<file path="src/asac_pkg.sv">
// ----------------------------------------------------------------------------
// asac_pkg
// Shared types and constants for the sensor average and convert unit.
// ----------------------------------------------------------------------------
`default_nettype none

package asac_pkg;

  localparam int CHANNELS    = 6;
  localparam int STORE_DEPTH = 7;
  localparam int DIV_STEPS   = 64;

  localparam logic [2:0] BATTERY_CH = 3'd6;

  localparam logic [2:0] REG_SPA   = 3'd0;
  localparam logic [2:0] REG_BITS  = 3'd1;
  localparam logic [2:0] REG_MASK  = 3'd2;
  localparam logic [2:0] REG_MODES = 3'd3;
  localparam logic [2:0] REG_CONV  = 3'd4;
  localparam logic [2:0] REG_WTEMP = 3'd5;

  localparam logic [2:0] MODE_RAW   = 3'd0;
  localparam logic [2:0] MODE_VOLT  = 3'd1;
  localparam logic [2:0] MODE_THERM = 3'd2;
  localparam logic [2:0] MODE_PH    = 3'd3;
  localparam logic [2:0] MODE_TURB  = 3'd4;
  localparam logic [2:0] MODE_EC    = 3'd5;
  localparam logic [2:0] MODE_TDS   = 3'd6;
  localparam logic [2:0] MODE_SAL   = 3'd7;

  localparam logic [1:0] ST_OK  = 2'd0;
  localparam logic [1:0] ST_SAT = 2'd1;
  localparam logic [1:0] ST_DIV = 2'd2;

  localparam logic signed [65:0] VAL_MAX_W  = 66'sh0_7FFF_FFFF_FFFF;
  localparam logic signed [65:0] VAL_MIN_W  = -66'sh0_8000_0000_0000;
  localparam logic signed [65:0] KELVIN_Q16 = 66'sd17901158;
  localparam logic [29:0]        LN2_Q30    = 30'd744261118;
  localparam logic [63:0]        THERM_NUM  = 64'd117769250 << 36;
  localparam logic signed [63:0] THERM_D0   = 64'sd414187520000;
  localparam logic signed [63:0] HORNER_C0  = 64'sd1676804096;
  localparam logic signed [63:0] HORNER_C1  = 64'sd5618991104;

  typedef enum logic [2:0] {
    K_RAW, K_VOLT, K_THERM, K_PH, K_EC, K_TDS, K_SAL, K_BATT
  } kind_t;

  typedef enum logic [3:0] {
    BK_IDLE, BK_START, BK_VDIV, BK_MSTART, BK_MUL, BK_MRES, BK_EDIV,
    BK_LOG_INIT, BK_LOG_ITER, BK_LOG_END, BK_LN, BK_DEN, BK_TDIV,
    BK_FDIV, BK_FIN, BK_OUT
  } bk_state_t;

  typedef struct packed {
    logic [7:0]         spa;
    logic [4:0]         adc_bits;
    logic [5:0]         en_mask;
    logic [17:0]        modes;
    logic               conv_on;
    logic signed [14:0] wtemp;
  } cfg_t;

  typedef struct packed {
    logic [2:0]  ch;
    logic [15:0] avg;
    kind_t       kind;
  } job_t;

  typedef struct packed {
    logic        start;
    logic [63:0] num;
    logic [40:0] den;
  } div_req_t;

endpackage

`default_nettype wire

</file>
<file path="src/asac_div.sv">
// ----------------------------------------------------------------------------
// asac_div
// Shared radix-2 divider giving the quotient rounded half away from zero.
// ----------------------------------------------------------------------------
`default_nettype none

module asac_div (
  input  wire logic               clk,
  input  wire logic               rst_n,
  input  wire asac_pkg::div_req_t req,
  output logic                    done,
  output logic [63:0]             quo
);

  logic [63:0] quo_r;
  logic [40:0] rem_r;
  logic [40:0] den_r;
  logic [6:0]  cnt_r;
  logic        done_r;
  logic [41:0] rem_sh;
  logic [41:0] rem_sub;
  logic        ge;

  assign rem_sh  = {rem_r, quo_r[63]};
  assign ge      = rem_sh >= {1'b0, den_r};
  assign rem_sub = rem_sh - {1'b0, den_r};

  always_ff @(posedge clk) begin
    if (!rst_n) begin
      cnt_r  <= '0;
      done_r <= 1'b0;
    end else begin
      done_r <= 1'b0;
      if (req.start) begin
        cnt_r <= 7'(asac_pkg::DIV_STEPS);
      end else if (cnt_r != '0) begin
        cnt_r <= cnt_r - 7'd1;
        if (cnt_r == 7'd1) begin
          done_r <= 1'b1;
        end
      end
    end
  end

  always_ff @(posedge clk) begin
    if (req.start) begin
      quo_r <= req.num + {23'b0, req.den >> 1};
      rem_r <= '0;
      den_r <= req.den;
    end else if (cnt_r != '0) begin
      rem_r <= ge ? rem_sub[40:0] : rem_sh[40:0];
      quo_r <= {quo_r[62:0], ge};
    end
  end

  assign done = done_r;
  assign quo  = quo_r;

endmodule

`default_nettype wire

</file>
<file path="config.mk">
export PLATFORM = sky130hd
export DESIGN_NAME = asac_div
export DESIGN_NICKNAME = d
export VERILOG_FILES = /design/src/asac_pkg.sv /design/src/asac_div.sv
export SDC_FILE = /design/constraint.sdc
export NUM_CORES = 1
export LEC_CHECK = 0
export ABC_AREA = 0
export BUFFER_PORTS_ARGS = -buffer_cell sky130_fd_sc_hd__buf_2
export CAP_MARGIN = 40
export CORE_ASPECT_RATIO = 0.8
export CORE_MARGIN = 3
export CORE_UTILIZATION = 50
export CTS_CLUSTER_DIAMETER = 120
export DETAILED_ROUTE_END_ITERATION = 10
export PLACE_DENSITY = 0.71
export SYNTH_ARGS = -nofsm -noshare
export SYNTH_HDL_FRONTEND = slang
export SYNTH_SLANG_ARGS = --single-unit
</file>
<file path="constraint.sdc">
create_clock -name clk -period 4.2 [get_ports clk]
set_input_delay 0.21 -clock clk [delete_from_list [all_inputs] [get_ports clk]]
set_output_delay 0.21 -clock clk [all_outputs]
set_load 0.01 [all_outputs]
</file>
Yosys cells after proc, flatten, opt, wreduce, memory -nomap -nowiden
Cells that the tools add are included.

cells by class
  mux-type cells = 6
  eq/ne operators = 1
  bitwise operators = 2
  reductions and logical operators = 4
  $lt $le $gt $ge = 1
  $add $sub $neg = 3

operator list
  operator                                                             number
  64-bit 2-to-1 mux                                                    2
  64-bit by 40-bit adder with 64-bit output                            1
  42-bit by 41-bit greater-or-equal comparator with 1-bit output       1
  41-bit 2-to-1 mux                                                    1
  41-bit subtractor                                                    1
  7-bit 2-to-1 mux                                                     2
  7-bit by 1-bit == test with 1-bit output (second input constant)     1
  7-bit nonzero test                                                   1
  7-bit by 1-bit subtractor with 7-bit output (second input constant)  1
  3-bit OR reduction                                                   1
  1-bit NOT                                                            2
  2-bit nonzero test                                                   1
  2-bit OR reduction                                                   1
  1-bit 2-to-1 mux                                                     1

word-level totals
  output and inout bits = 65
  logic and storage cells = 23
  register bits after elaboration = 154

Longest topological paths before layout
Gate-level depths: netlist of the first run.

  depth in word-level cells = 3
  mapped depth = 14
  depth with buffers taken out = 13

Worst setup path before layout of the first run
No wires, ideal clock.

  kind = flip-flop to flip-flop
  start = reg quo_r[63] (netlist: quo[63])
  end = reg quo_r[0] (netlist: quo[0]) (data pin)
  required time = 3940 ps
  arrival = 2895 ps
  clock period less this slack = 3155 ps
  stages on the path, launching flop included = 14
  setup slack = 1045 ps
  setup time = 260 ps
  cell sequence = edfxtp_1 -> inv_1 -> ha_1 -> inv_1 -> fa_1 -> a21o_1 -> a221oi_2 -> o21ai_1 -> nand3_2 -> a211oi_2 -> o31ai_1 -> nand2_2 -> buf_4 -> mux2_2

on the way
  word-level cells in the longest chain between the ends = 3

RTL lines
  element                                                         RTL line        RTL
  start, declared                                                 asac_div.sv:15  logic [63:0] quo_r;
  start signal, assigned                                          asac_div.sv:47  quo_r <= req.num + {23'b0, req.den >> 1};
  start signal, assigned                                          asac_div.sv:52  quo_r <= {quo_r[62:0], ge};
  42-bit by 41-bit greater-or-equal comparator with 1-bit output  asac_div.sv:25  assign ge = rem_sh >= {1'b0, den_r};
  64-bit 2-to-1 mux                                               asac_div.sv:50  end else if (cnt_r != '0) begin
  64-bit 2-to-1 mux                                               asac_div.sv:46  if (req.start) begin

Every way passes these cells. The select of a mux whose other input is x is not followed.
A chain may end at the register's enable or synchronous reset.

Final worst setup path of the first run
  start = in req[1] (netlist bit)
  end = reg quo_r[54] (netlist: quo[54]) (data pin)

on the way
  word-level cells in the longest chain between the ends = 2

RTL lines
  element                                    RTL line        RTL
  start, declared                            asac_div.sv:10  input wire asac_pkg::div_req_t req,
  64-bit by 40-bit adder with 64-bit output  asac_div.sv:47
  64-bit 2-to-1 mux                          asac_div.sv:46

Every way passes these cells.

==> results of run 1 <==
-- worst max-delay path: cells and delay by family --
kind / cells / cell delay (ns)
simple gates: 1 / 0.17
fa+ha+maj: 2 / 0.69
buf+inv: 2 / 0.67
compound gates: 7 / 1.92
xor+xnor: 1 / 0.21
-- flip-flops by register name, indices dropped and copies added, names as in the netlist --
register,flops
done,1
den_r,41
quo,64
cnt_r,7
rem_r,41
-- final timing paths --
path | from | end | slack (ns) | cells after the start
worst max register to register | quo[63]$_DFFE_PP_ | rem_r[15]$_SDFFE_PP0P_ | 0.49 | 13
worst min-delay path | req[2] | den_r[2]$_DFFE_PP_ | 0.008 | 1
worst max-delay path | req[1] | quo[54]$_DFFE_PP_ | 0.47 | 13
worst min register to register | rem_r[27]$_SDFFE_PP0P_ | rem_r[28]$_SDFFE_PP0P_ | 0.50 | 2
-- metal layers --
layer / routed length [um] / share of wire (%) / vias to the layer above / GRT usage (%)
li1: - / - / 5089 / -
met1: 15500 / 48 / 4910 / 37.9
met2: 13700 / 42 / 415 / 37.4
met3: 2250 / 7.0 / 71 / 5.04
met4: 798 / 2.5 / 0 / 8.90
met5: 0 / 0 / - / 0
-- what timing repair did --
action,4_1_cts,5_1_grt
endpoints found under the hold margin,23,1
gates resized for setup,0,0
hold buffers,23,1
-- cell families after synthesis --
group | Yosys count | share of synthesized area, %
AND/OR/NAND/NOR | 405 | 16.8
AO/OA/AOI/OAI | 391 | 22.6
flip-flops | 154 | 36.3
buffers and inverters | 136 | 4.88
XOR/XNOR | 92 | 7.07
adder cells (fa/ha/maj) | 85 | 9.47
multiplexers | 29 | 2.85
-- placed cells by master, fill, tap and decap left out, drive strengths merged, types with 15 or more instances in the layout --
cell type	instances
a211oi	22
a21o	49
a21oi	134
a311oi	27
and3	24
buf	183
clkbuf	21
dfxtp	49
dlygate4sd3	24
edfxtp	105
ha	83
inv	76
mux2	28
nand2	146
nand3	31
nand4	17
nor2	108
nor3	22
o21a	15
o21ai	57
xnor2	68
xor2	24
-- power groups by stage --
stage | logic [W] | registers (W) | clock network, W
final | 0.00357 | 0.00245 | 0.00153
after global routing | 0.00393 | 0.00251 | 0.00160
after CTS | 0.00353 | 0.00245 | 0.00154
after detailed placement | 0.00347 | 0.00247 | 0
after global placement | 0.00342 | 0.00247 | 0
after floorplan | 0.00241 | 0.00254 | 0
-- area by class of cell --
class / instances / share of cell area (%)
clock inverter: 11 / 0.933
clock buffer: 21 / 3.32
inverter: 74 / 2.09
tap: 300 / 2.83
multi-input combinational: 1002 / 50.6
sequential: 154 / 31.1
antenna: 4 / 0.0754
timing repair buffer: 207 / 9.06
-- metrics by stage --
| stage | total power [W] | utilization, % | instance area, um^2 | worst slack, ns | std cells |
|---|---|---|---|---|---|
| 2_1_floorplan | 0.00495 | - | 11400 | 1.04 | 1292 |
| 3_3_place_gp | 0.00589 | 56.7 | 12500 | 0.656 | 1712 |
| 3_5_place_dp | 0.00594 | 56.7 | 12500 | 0.561 | 1713 |
| 4_1_cts | 0.00751 | 60.3 | 13300 | 0.454 | 1768 |
| 5_1_grt | 0.00804 | 60.4 | 13300 | 0.192 | 1771 |
| 6_report | 0.00754 | 60.4 | 13300 | 0.471 | 1773 |
==> metrics.cfg, run 1 <==
[clock_network]
post_cts_buffers = 0
clk-insertion-delay-late_ns = 0.44
cts_max_level = 4
cts_tree = yes
cts-root-buf = clkbuf_16
clockBufferDepth = 2
cts_buffers = 17
path_clk_slew_ns = 0.07
clkSinkCount = 154

[placed_design]
gp_congestion = 0.936
place_hpwl_um = 24200
io_buffers = 172

[timing]
fin_hold_ws_ns = 0.00842
fin_skew_ns = 0.0168
period_minus_slack_ns = 3.73
rsz0062_at_grt = false
fmax_mhz = 268
hold_viol = 0
finalCritPeriodShare_pct = 88.8
maxSlewHeadroom_pct = 51.8
tightest_slew_ns = 0.723
setup_viol = 0
drv_slew = 0
setup_tns_ns = 0

[layout]
seq_area_um2 = 4130
synthToLayoutAreaGrowth_pct = 16.5
fillers = 2022
drive_above_1_share_pct = 17.9
finalNetCount = 1649
multi_input_area_um2 = 6710

[pwr]
intPower_w = 0.00443
powerDensity_nw_per_um2 = 568
p_leak_nw = 5.76
pwr-share-seq_pct = 32.4
switching_share_pct = 41.2
power_frac_comb_pct = 47.3
p_sw_w = 0.00311
peakVddDrop_mv = 0.326
pwr-share-clk_pct = 20.3

[yosys]
synth_seq_cells = 154
synth.distinct_cells = 78
yosys-top-cells-area = edfxtp_1, ha_1, dfxtp_1
synth.avg_cell_area_um2 = 8.82
async_reset_ff_share_pct = 0
synth_top_area_share_pct = 27.7
synthesis.area_um2 = 11400
synth_top_cell_by_area = edfxtp_1
syn_nets = 1485
synth-main-ff-cell = edfxtp_1
synth_most_common_cell = nand2_1
synth-edff-count = 105
synth_commonest_cells = nand2_1, a21oi_1, nor2_1
netlist_instances = 1292
yosysWarnings = 0
seq_area_frac_synth_pct = 36.3

[run]
maxCapViolCount = 0

[routing]
drt_iter0_drc = 982
ant_nets = 0
avgViaCountPerCell = 5.91
via_count = 10500
first_pass_iters = 5
drc_errors = 0
wl_per_cell_um = 18.2
wirelength_um = 32300

[worst_setup_path]
endpoint_kind = flip-flop
cpPeakStageDelay_ns = 0.60
worstPathMaxFanout = 12
crit_slowest_cell = a21oi_2
critical_path_class = input port to flip-flop
crit_chain = dlygate4sd3_1 -> buf_2 -> ha_1 -> fa_1 -> a211o_1 -> a21oi_1 -> o21ai_1 -> a21oi_1 -> o211ai_2 -> a21oi_2 -> nor4_1 -> xnor2_1 -> a21oi_1
required_ns = 4.36
crit_path_frequent_cell = a21oi_1
cp.arrival_ns = 3.89
critPathLaunchType = input port

[die]
fp.dieH_um = 141
start_util_pct = 51.8
rows = 48
die_x_um = 175
core_um2 = 22000
boundaryPins = 173
dieArea_um2 = 24600

[global_routing]
track_usage_pct = 25.6
antenna_found_initial = 2
grt-ovfl-total = 0
grt_max_degree = 76
grt_pass1_wl_um = 51400
grt_pass1_vias = 9945

[worst_hold_path]
hold_path.class = input port to flip-flop

[outcome]
outcome = finished clean

(Power assumes the default switching activity.)
==> inputs of run 2 (changes only) <==
--- a/config.mk
+++ b/config.mk
@@ -14,6 +14,7 @@
 export CTS_CLUSTER_DIAMETER = 120
 export DETAILED_ROUTE_END_ITERATION = 10
 export PLACE_DENSITY = 0.71
+export RECOVER_POWER = 100
 export SYNTH_ARGS = -nofsm -noshare
 export SYNTH_HDL_FRONTEND = slang
 export SYNTH_SLANG_ARGS = --single-unit
==> run 2 against run 1 <==
Via count down 0.27%; global-route usage unchanged; first-iteration DRC count down 8.7%; highest routed layer unchanged; cell count about the same; clock skew down 0.00080 ns; largest power group unchanged; critical endpoint is now quo[56]$_DFFE_PP_; flip-flop and latch count unchanged; core utilization down 0.90 points; the run now ends with capacitance limit, slew limit left; largest cell class unchanged; power down 1.3%.
==> metrics.cfg, run 2 (synthesis gave the netlist of run 1 again) <==
[worst_setup_path]
r2r_slack_ns = 0.42
rr_startpoint = quo[63]$_DFFE_PP_
cp-startpoint = req[1]
critPathLaunchType = input port
endpoint_kind = flip-flop
cp.arrival_ns = 3.94
r2r_cells = 14
worstPathMaxFanout = 12
rr_endpoint = rem_r[0]$_SDFFE_PP0P_
required_ns = 4.28
critical_path_class = input port to flip-flop

[clock_network]
cts-root-buf = clkbuf_16
clk-insertion-delay-late_ns = 0.44
post_cts_buffers = 0
clockBufferDepth = 2
cts_tree = yes
path_clk_slew_ns = 0.06
cts_hold_buf = 23
clkSinkCount = 154
cts_buffers = 17
cts.repair.resized = 0
cts_max_level = 4

[timing]
fin_ws_ns = 0.340
rsz0062_at_grt = false
setup_tns_ns = 0
drv_slew = 48
period_minus_slack_ns = 3.86
tightest_slew_ns = 2.39
fin_skew_ns = 0.0160
maxSlewHeadroom_pct = -59.1
fmax_mhz = 259
finalCritPeriodShare_pct = 91.9
setup_viol = 0
hold_viol = 0

[global_routing]
grt_pass1_vias = 9945
track_usage_pct = 25.6
grt-ovfl-total = 0
antenna_found_initial = 2
grt_max_degree = 76
grt_pass1_wl_um = 51400

[layout]
final_cell_mix = nand2_1, a21oi_1, clkbuf_1, nor2_1, edfxtp_1
finalNetCount = 1649
drive_above_1_share_pct = 10.1
fin_cells = 1772
final_util_pct = 59.5
final_area_um2 = 13100
largest_reg_flops = 64
final_common_cell = nand2_1
synthToLayoutAreaGrowth_pct = 14.8

[routing]
drt_iter0_drc = 897
via_count = 10500
drc_errors = 0
first_pass_iters = 5
wirelength_um = 32200
ant_nets = 0
wl_per_cell_um = 18.2
avgViaCountPerCell = 5.90

[outcome]
outcome = finished with violations
violations = capacitance limit, slew limit

[placed_design]
place_hpwl_um = 24200
placed_area_um2 = 12500
gp_congestion = 0.936
dp.cells = 1713
io_buffers = 172
dp_slack_ns = 0.561

[worst_hold_path]
holdPathStages = 2
hold_path.class = input port to flip-flop
holdPathEnd = cnt_r[6]$_SDFFE_PN0P_
min_from = rst_n

[die]
die_x_um = 175
rows = 48
start_util_pct = 51.8
fp.dieH_um = 141
dieArea_um2 = 24600
core_um2 = 22000
boundaryPins = 173

[pwr]
p_leak_nw = 5.45
powerDensity_nw_per_um2 = 569
peakVddDrop_mv = 0.327

[run]
maxCapViolCount = 1

[run 2: cell count changes in the layout (fill, tap and decap cells not counted), sizes merged]
cell	before	now
buf	183	71
clkbuf	21	133
diode	4	3
[run 2: layout make-up]
| type | instances | area, um^2 |
|---|---|---|
| diodes | 3 | 7.51 |
| repair buffers | 207 | 1040 |
| inverters | 74 | 278 |
| flip-flops and latches | 154 | 4130 |
| clock buffers | 21 | 440 |
| clock inverters | 11 | 124 |
| fillers | 2089 | 8900 |
| multi-input cells | 1002 | 6680 |
| well taps | 300 | 375 |
[run 2: metal layers]
metal | global-route usage, % | vias up | wire length (um)
li1 | - | 5089 | -
met4 | 8.90 | 0 | 959
met5 | 0 | - | 0
met2 | 37.4 | 401 | 13700
met1 | 37.9 | 4900 | 15400
met3 | 5.04 | 67 | 2180
[run 2: critical path, cell delays in order]
cell           delay (ns)
dlygate4sd3_1        0.53
clkbuf_1             0.12
ha_1                 0.26
fa_1                 0.45
a211o_1              0.28
a21oi_1              0.18
o21ai_0              0.26
a21oi_1              0.39
o211ai_1             0.26
a21oi_2              0.57
nor4_1               0.16
xnor2_1              0.17
a21oi_1              0.09
[run 2: worst max path at each step]
| stage | to | slack [ns] | cells after the start |
|---|---|---|---|
| 2_1_floorplan | quo[0]$_DFFE_PP_ | 1.04 | 13 |
| 3_3_place_gp | rem_r[15]$_SDFFE_PP0P_ | 0.66 | 13 |
| 3_5_place_dp | rem_r[15]$_SDFFE_PP0P_ | 0.56 | 13 |
| 4_1_cts | rem_r[15]$_SDFFE_PP0P_ | 0.45 | 13 |
| 5_1_grt | rem_r[6]$_SDFFE_PP0P_ | 0.11 | 14 |
| 6_report | quo[56]$_DFFE_PP_ | 0.34 | 13 |
[run 2: through the flow]
stage | power (W) | hold slack, ns
floorplan | 0.00495 | 0.309
global placement | 0.00589 | 0.407
detailed placement | 0.00594 | 0.407
CTS | 0.00751 | 0.000398
global route | 0.00795 | 0.0577
finish | 0.00745 | 0.0431
[run 2: power breakdown]
group	total, W	internal [W]	switching [W]
Clock	0.00153	0.000876	0.000651
Sequential	0.00246	0.00217	0.000291
Combinational	0.00346	0.00130	0.00216
Total	0.00745	0.00434	0.00310
==> inputs of run 3 (changes only) <==
--- a/config.mk
+++ b/config.mk
@@ -5,7 +5,7 @@
 export SDC_FILE = /design/constraint.sdc
 export NUM_CORES = 1
 export LEC_CHECK = 0
-export ABC_AREA = 0
+export ABC_AREA = 1
 export BUFFER_PORTS_ARGS = -buffer_cell sky130_fd_sc_hd__buf_2
 export CAP_MARGIN = 40
 export CORE_ASPECT_RATIO = 0.8
@@ -13,7 +13,7 @@
 export CORE_UTILIZATION = 50
 export CTS_CLUSTER_DIAMETER = 120
 export DETAILED_ROUTE_END_ITERATION = 10
-export PLACE_DENSITY = 0.71
+export PLACE_DENSITY = 0.7
 export RECOVER_POWER = 100
 export SYNTH_ARGS = -nofsm -noshare
 export SYNTH_HDL_FRONTEND = slang
==> run 3 against run 2 <==
The flow still finishes with violations (capacitance limit, slew limit); clock-buffer cell count is 4 lower; core utilization down 1.5 points; non-clock buffer count up 7; setup slack improved by 0.59 ns; critical path depth is 9 lower; clock skew down 0.0043 ns; critical path type unchanged; critical endpoint is now quo[6]$_DFFE_PP_; largest power group is now sequential cells.
==> metrics.cfg, run 3 <==
[timing]
rsz0062_at_grt = false
setup_viol = 0
finalCritPeriodShare_pct = 77.8
setup_tns_ns = 0
fin_ws_ns = 0.934
tightest_slew_ns = 2.41
maxSlewHeadroom_pct = -60.6
fin_hold_ws_ns = 0.108
fin_skew_ns = 0.0117
hold_viol = 0
fmax_mhz = 306
drv_slew = 100
period_minus_slack_ns = 3.27

[layout]
final_common_cell = nand2_1
final_cell_mix = nand2_1, inv_1, nand3_1, nor2_1, clkbuf_1
largest_reg_flops = 64
finalNetCount = 2663
n_antenna_cell = 0
multi_input_area_um2 = 7960
seq_area_um2 = 4130
fillers = 2837
drive_above_1_share_pct = 5.52
synthToLayoutAreaGrowth_pct = 13.8

[die]
core_um2 = 27400
dieArea_um2 = 30000
rows = 54
start_util_pct = 51.0
boundaryPins = 173
die_x_um = 193
fp.dieH_um = 156

[yosys]
synth_most_common_cell = nand2_1
netlist_instances = 2271
seq_area_frac_synth_pct = 29.5
synth_commonest_cells = nand2_1, inv_1, nand3_1, nor2_1, edfxtp_1
syn_nets = 2464
synth.distinct_cells = 41
synth.avg_cell_area_um2 = 6.16
synth_top_area_share_pct = 24.0
synth_top_cell_by_area = nand2_1
async_reset_ff_share_pct = 0
synth_seq_cells = 154
yosysWarnings = 0
synth-main-ff-cell = edfxtp_1
synth-edff-count = 105
synthesis.area_um2 = 14000
yosys-top-cells-area = nand2_1, edfxtp_1, inv_1

[routing]
wl_per_cell_um = 17.1
first_pass_iters = 6
avgViaCountPerCell = 5.24
via_count = 14900
wirelength_um = 48700
drc_errors = 0
ant_nets = 0
drt_iter0_drc = 1393

[worst_setup_path]
worstPathMaxFanout = 57
critical_path_class = input port to flip-flop
path_depth = 4
cpPeakStageDelay_ns = 1.53
rr_endpoint = rem_r[25]$_SDFFE_PP0P_
cp-endpoint = quo[6]$_DFFE_PP_
endpoint_kind = flip-flop
crit_slowest_cell = clkbuf_1
cp-startpoint = req[105]
worst-path-buf-inv = 3
r2r_slack_ns = 1.06
r2r_cells = 13
crit_chain = buf_4 -> inv_1 -> clkbuf_1 -> o21ai_0
critPathTopFamily = buffers and inverters
required_ns = 4.31
critPathLaunchType = input port
rr_startpoint = quo[63]$_DFFE_PP_
cp.arrival_ns = 3.37

[pwr]
p_sw_w = 0.00221
peakVddDrop_mv = 0.312
power_frac_comb_pct = 33.7
switching_share_pct = 39.3
pwr-share-seq_pct = 37.9
powerDensity_nw_per_um2 = 354
intPower_w = 0.00342
pwr-share-clk_pct = 28.4
p_leak_nw = 8.55

[clock_network]
cts_buffers = 17
clkSinkCount = 154
post_cts_buffers = 0
cts_tree = yes
clockBufferDepth = 2
clk-insertion-delay-late_ns = 0.44
cts-root-buf = clkbuf_16
cts_max_level = 4
path_clk_slew_ns = 0.07

[global_routing]
grt-ovfl-total = 0
antenna_found_initial = 0
track_usage_pct = 32.3
grt_pass1_wl_um = 74600
grt_max_degree = 63
grt_pass1_vias = 13500

[run]
maxCapViolCount = 2

[placed_design]
io_buffers = 172
place_hpwl_um = 39200
dp_slack_ns = 1.20
gp_congestion = 1.01

[outcome]
violations = capacitance limit, slew limit
outcome = finished with violations

[worst_hold_path]
hold_path.class = input port to flip-flop

run 3: cell types whose count changed in the layout (fill, tap and decap cells not counted), moves of 20 or more:
cell / previous run / this run
a21oi_1: 133 / 66
a211oi_1: 20 / 0
inv_1: 73 / 429
nand3_1: 29 / 189
a21o_1: 49 / 0
xor2_1: 24 / 3
nand2_1: 144 / 896
and3_1: 24 / 2
mux2_2: 27 / 0
nand3b_1: 1 / 22
a311oi_1: 27 / 0
nor2_1: 108 / 178
run 3: through the flow:
| step | cell area (um^2) | instances | power [W] | utilization, % |
|---|---|---|---|---|
| final | 15900 | 2847 | 0.00563 | 58.0 |
| after global placement | 15200 | 2778 | 0.00405 | 55.4 |
| after detailed placement | 15200 | 2778 | 0.00405 | 55.4 |
| after floorplan | 14000 | 2271 | 0.00336 | - |
| after CTS | 16100 | 2843 | 0.00569 | 58.7 |
| after global routing | 15900 | 2847 | 0.00594 | 58.0 |
run 3: area by class of cell:
| type | instances | share of cell area, % |
|---|---|---|
| multi-input combinational | 1644 | 50.0 |
| sequential | 154 | 26.0 |
| inverter | 439 | 10.4 |
| timing repair buffer | 214 | 7.18 |
| tap | 364 | 2.86 |
| clock buffer | 17 | 2.67 |
| clock inverter | 15 | 0.959 |
run 3: worst min path at each step:
stage                           to  startpoint  depth (start not counted)
2_1_floorplan   den_r[0]$_DFFE_PP_      req[0]                          0
3_3_place_gp    den_r[3]$_DFFE_PP_      req[3]                          1
3_5_place_dp   den_r[22]$_DFFE_PP_     req[22]                          1
4_1_cts        den_r[24]$_DFFE_PP_     req[24]                          1
5_1_grt        den_r[40]$_DFFE_PP_     req[40]                          1
6_report        den_r[5]$_DFFE_PP_      req[5]                          1
run 3: timing repair:
action	in CTS	in global routing
hold endpoints to repair	33	4
gates resized for setup	0	0
hold buffers	33	4
run 3: logic make-up (layout without fill, tap and decap cells):
group	after synthesis	after routing	synth area share, %
AND/OR/NAND/NOR	1360	1360	40.8
adder cells (fa/ha/maj)	85	85	7.71
XOR/XNOR	54	54	3.38
AO/OA/AOI/OAI	145	145	5.40
flip-flops	154	154	29.5
buffers and inverters	473	685	13.1
run 3: power groups by stage:
stage	Clock [W]	Sequential (W)	Combinational, W
3_3_place_gp	0	0.00215	0.00190
5_1_grt	0.00168	0.00216	0.00210
6_report	0.00160	0.00213	0.00190
3_5_place_dp	0	0.00215	0.00191
4_1_cts	0.00162	0.00212	0.00194
2_1_floorplan	0	0.00223	0.00112
run 3: worst reg2reg max path: cells and delay by family (launching register included):
| kind | cells | cell delay (ns) |
|---|---|---|
| simple gates | 8 | 1.63 |
| compound gates | 1 | 0.11 |
| fa+ha+maj | 2 | 0.59 |
| flops | 1 | 0.47 |
| buf+inv | 2 | 0.23 |
run 3: metal layers:
layer / vias to the layer above / wire [um] / global-route usage [%]
met3: 60 / 4390 / 5.28
met2: 635 / 20200 / 47.0
met5: - / 0 / 0
met1: 6800 / 23200 / 49.9
li1: 7414 / - / -
met4: 0 / 903 / 7.44
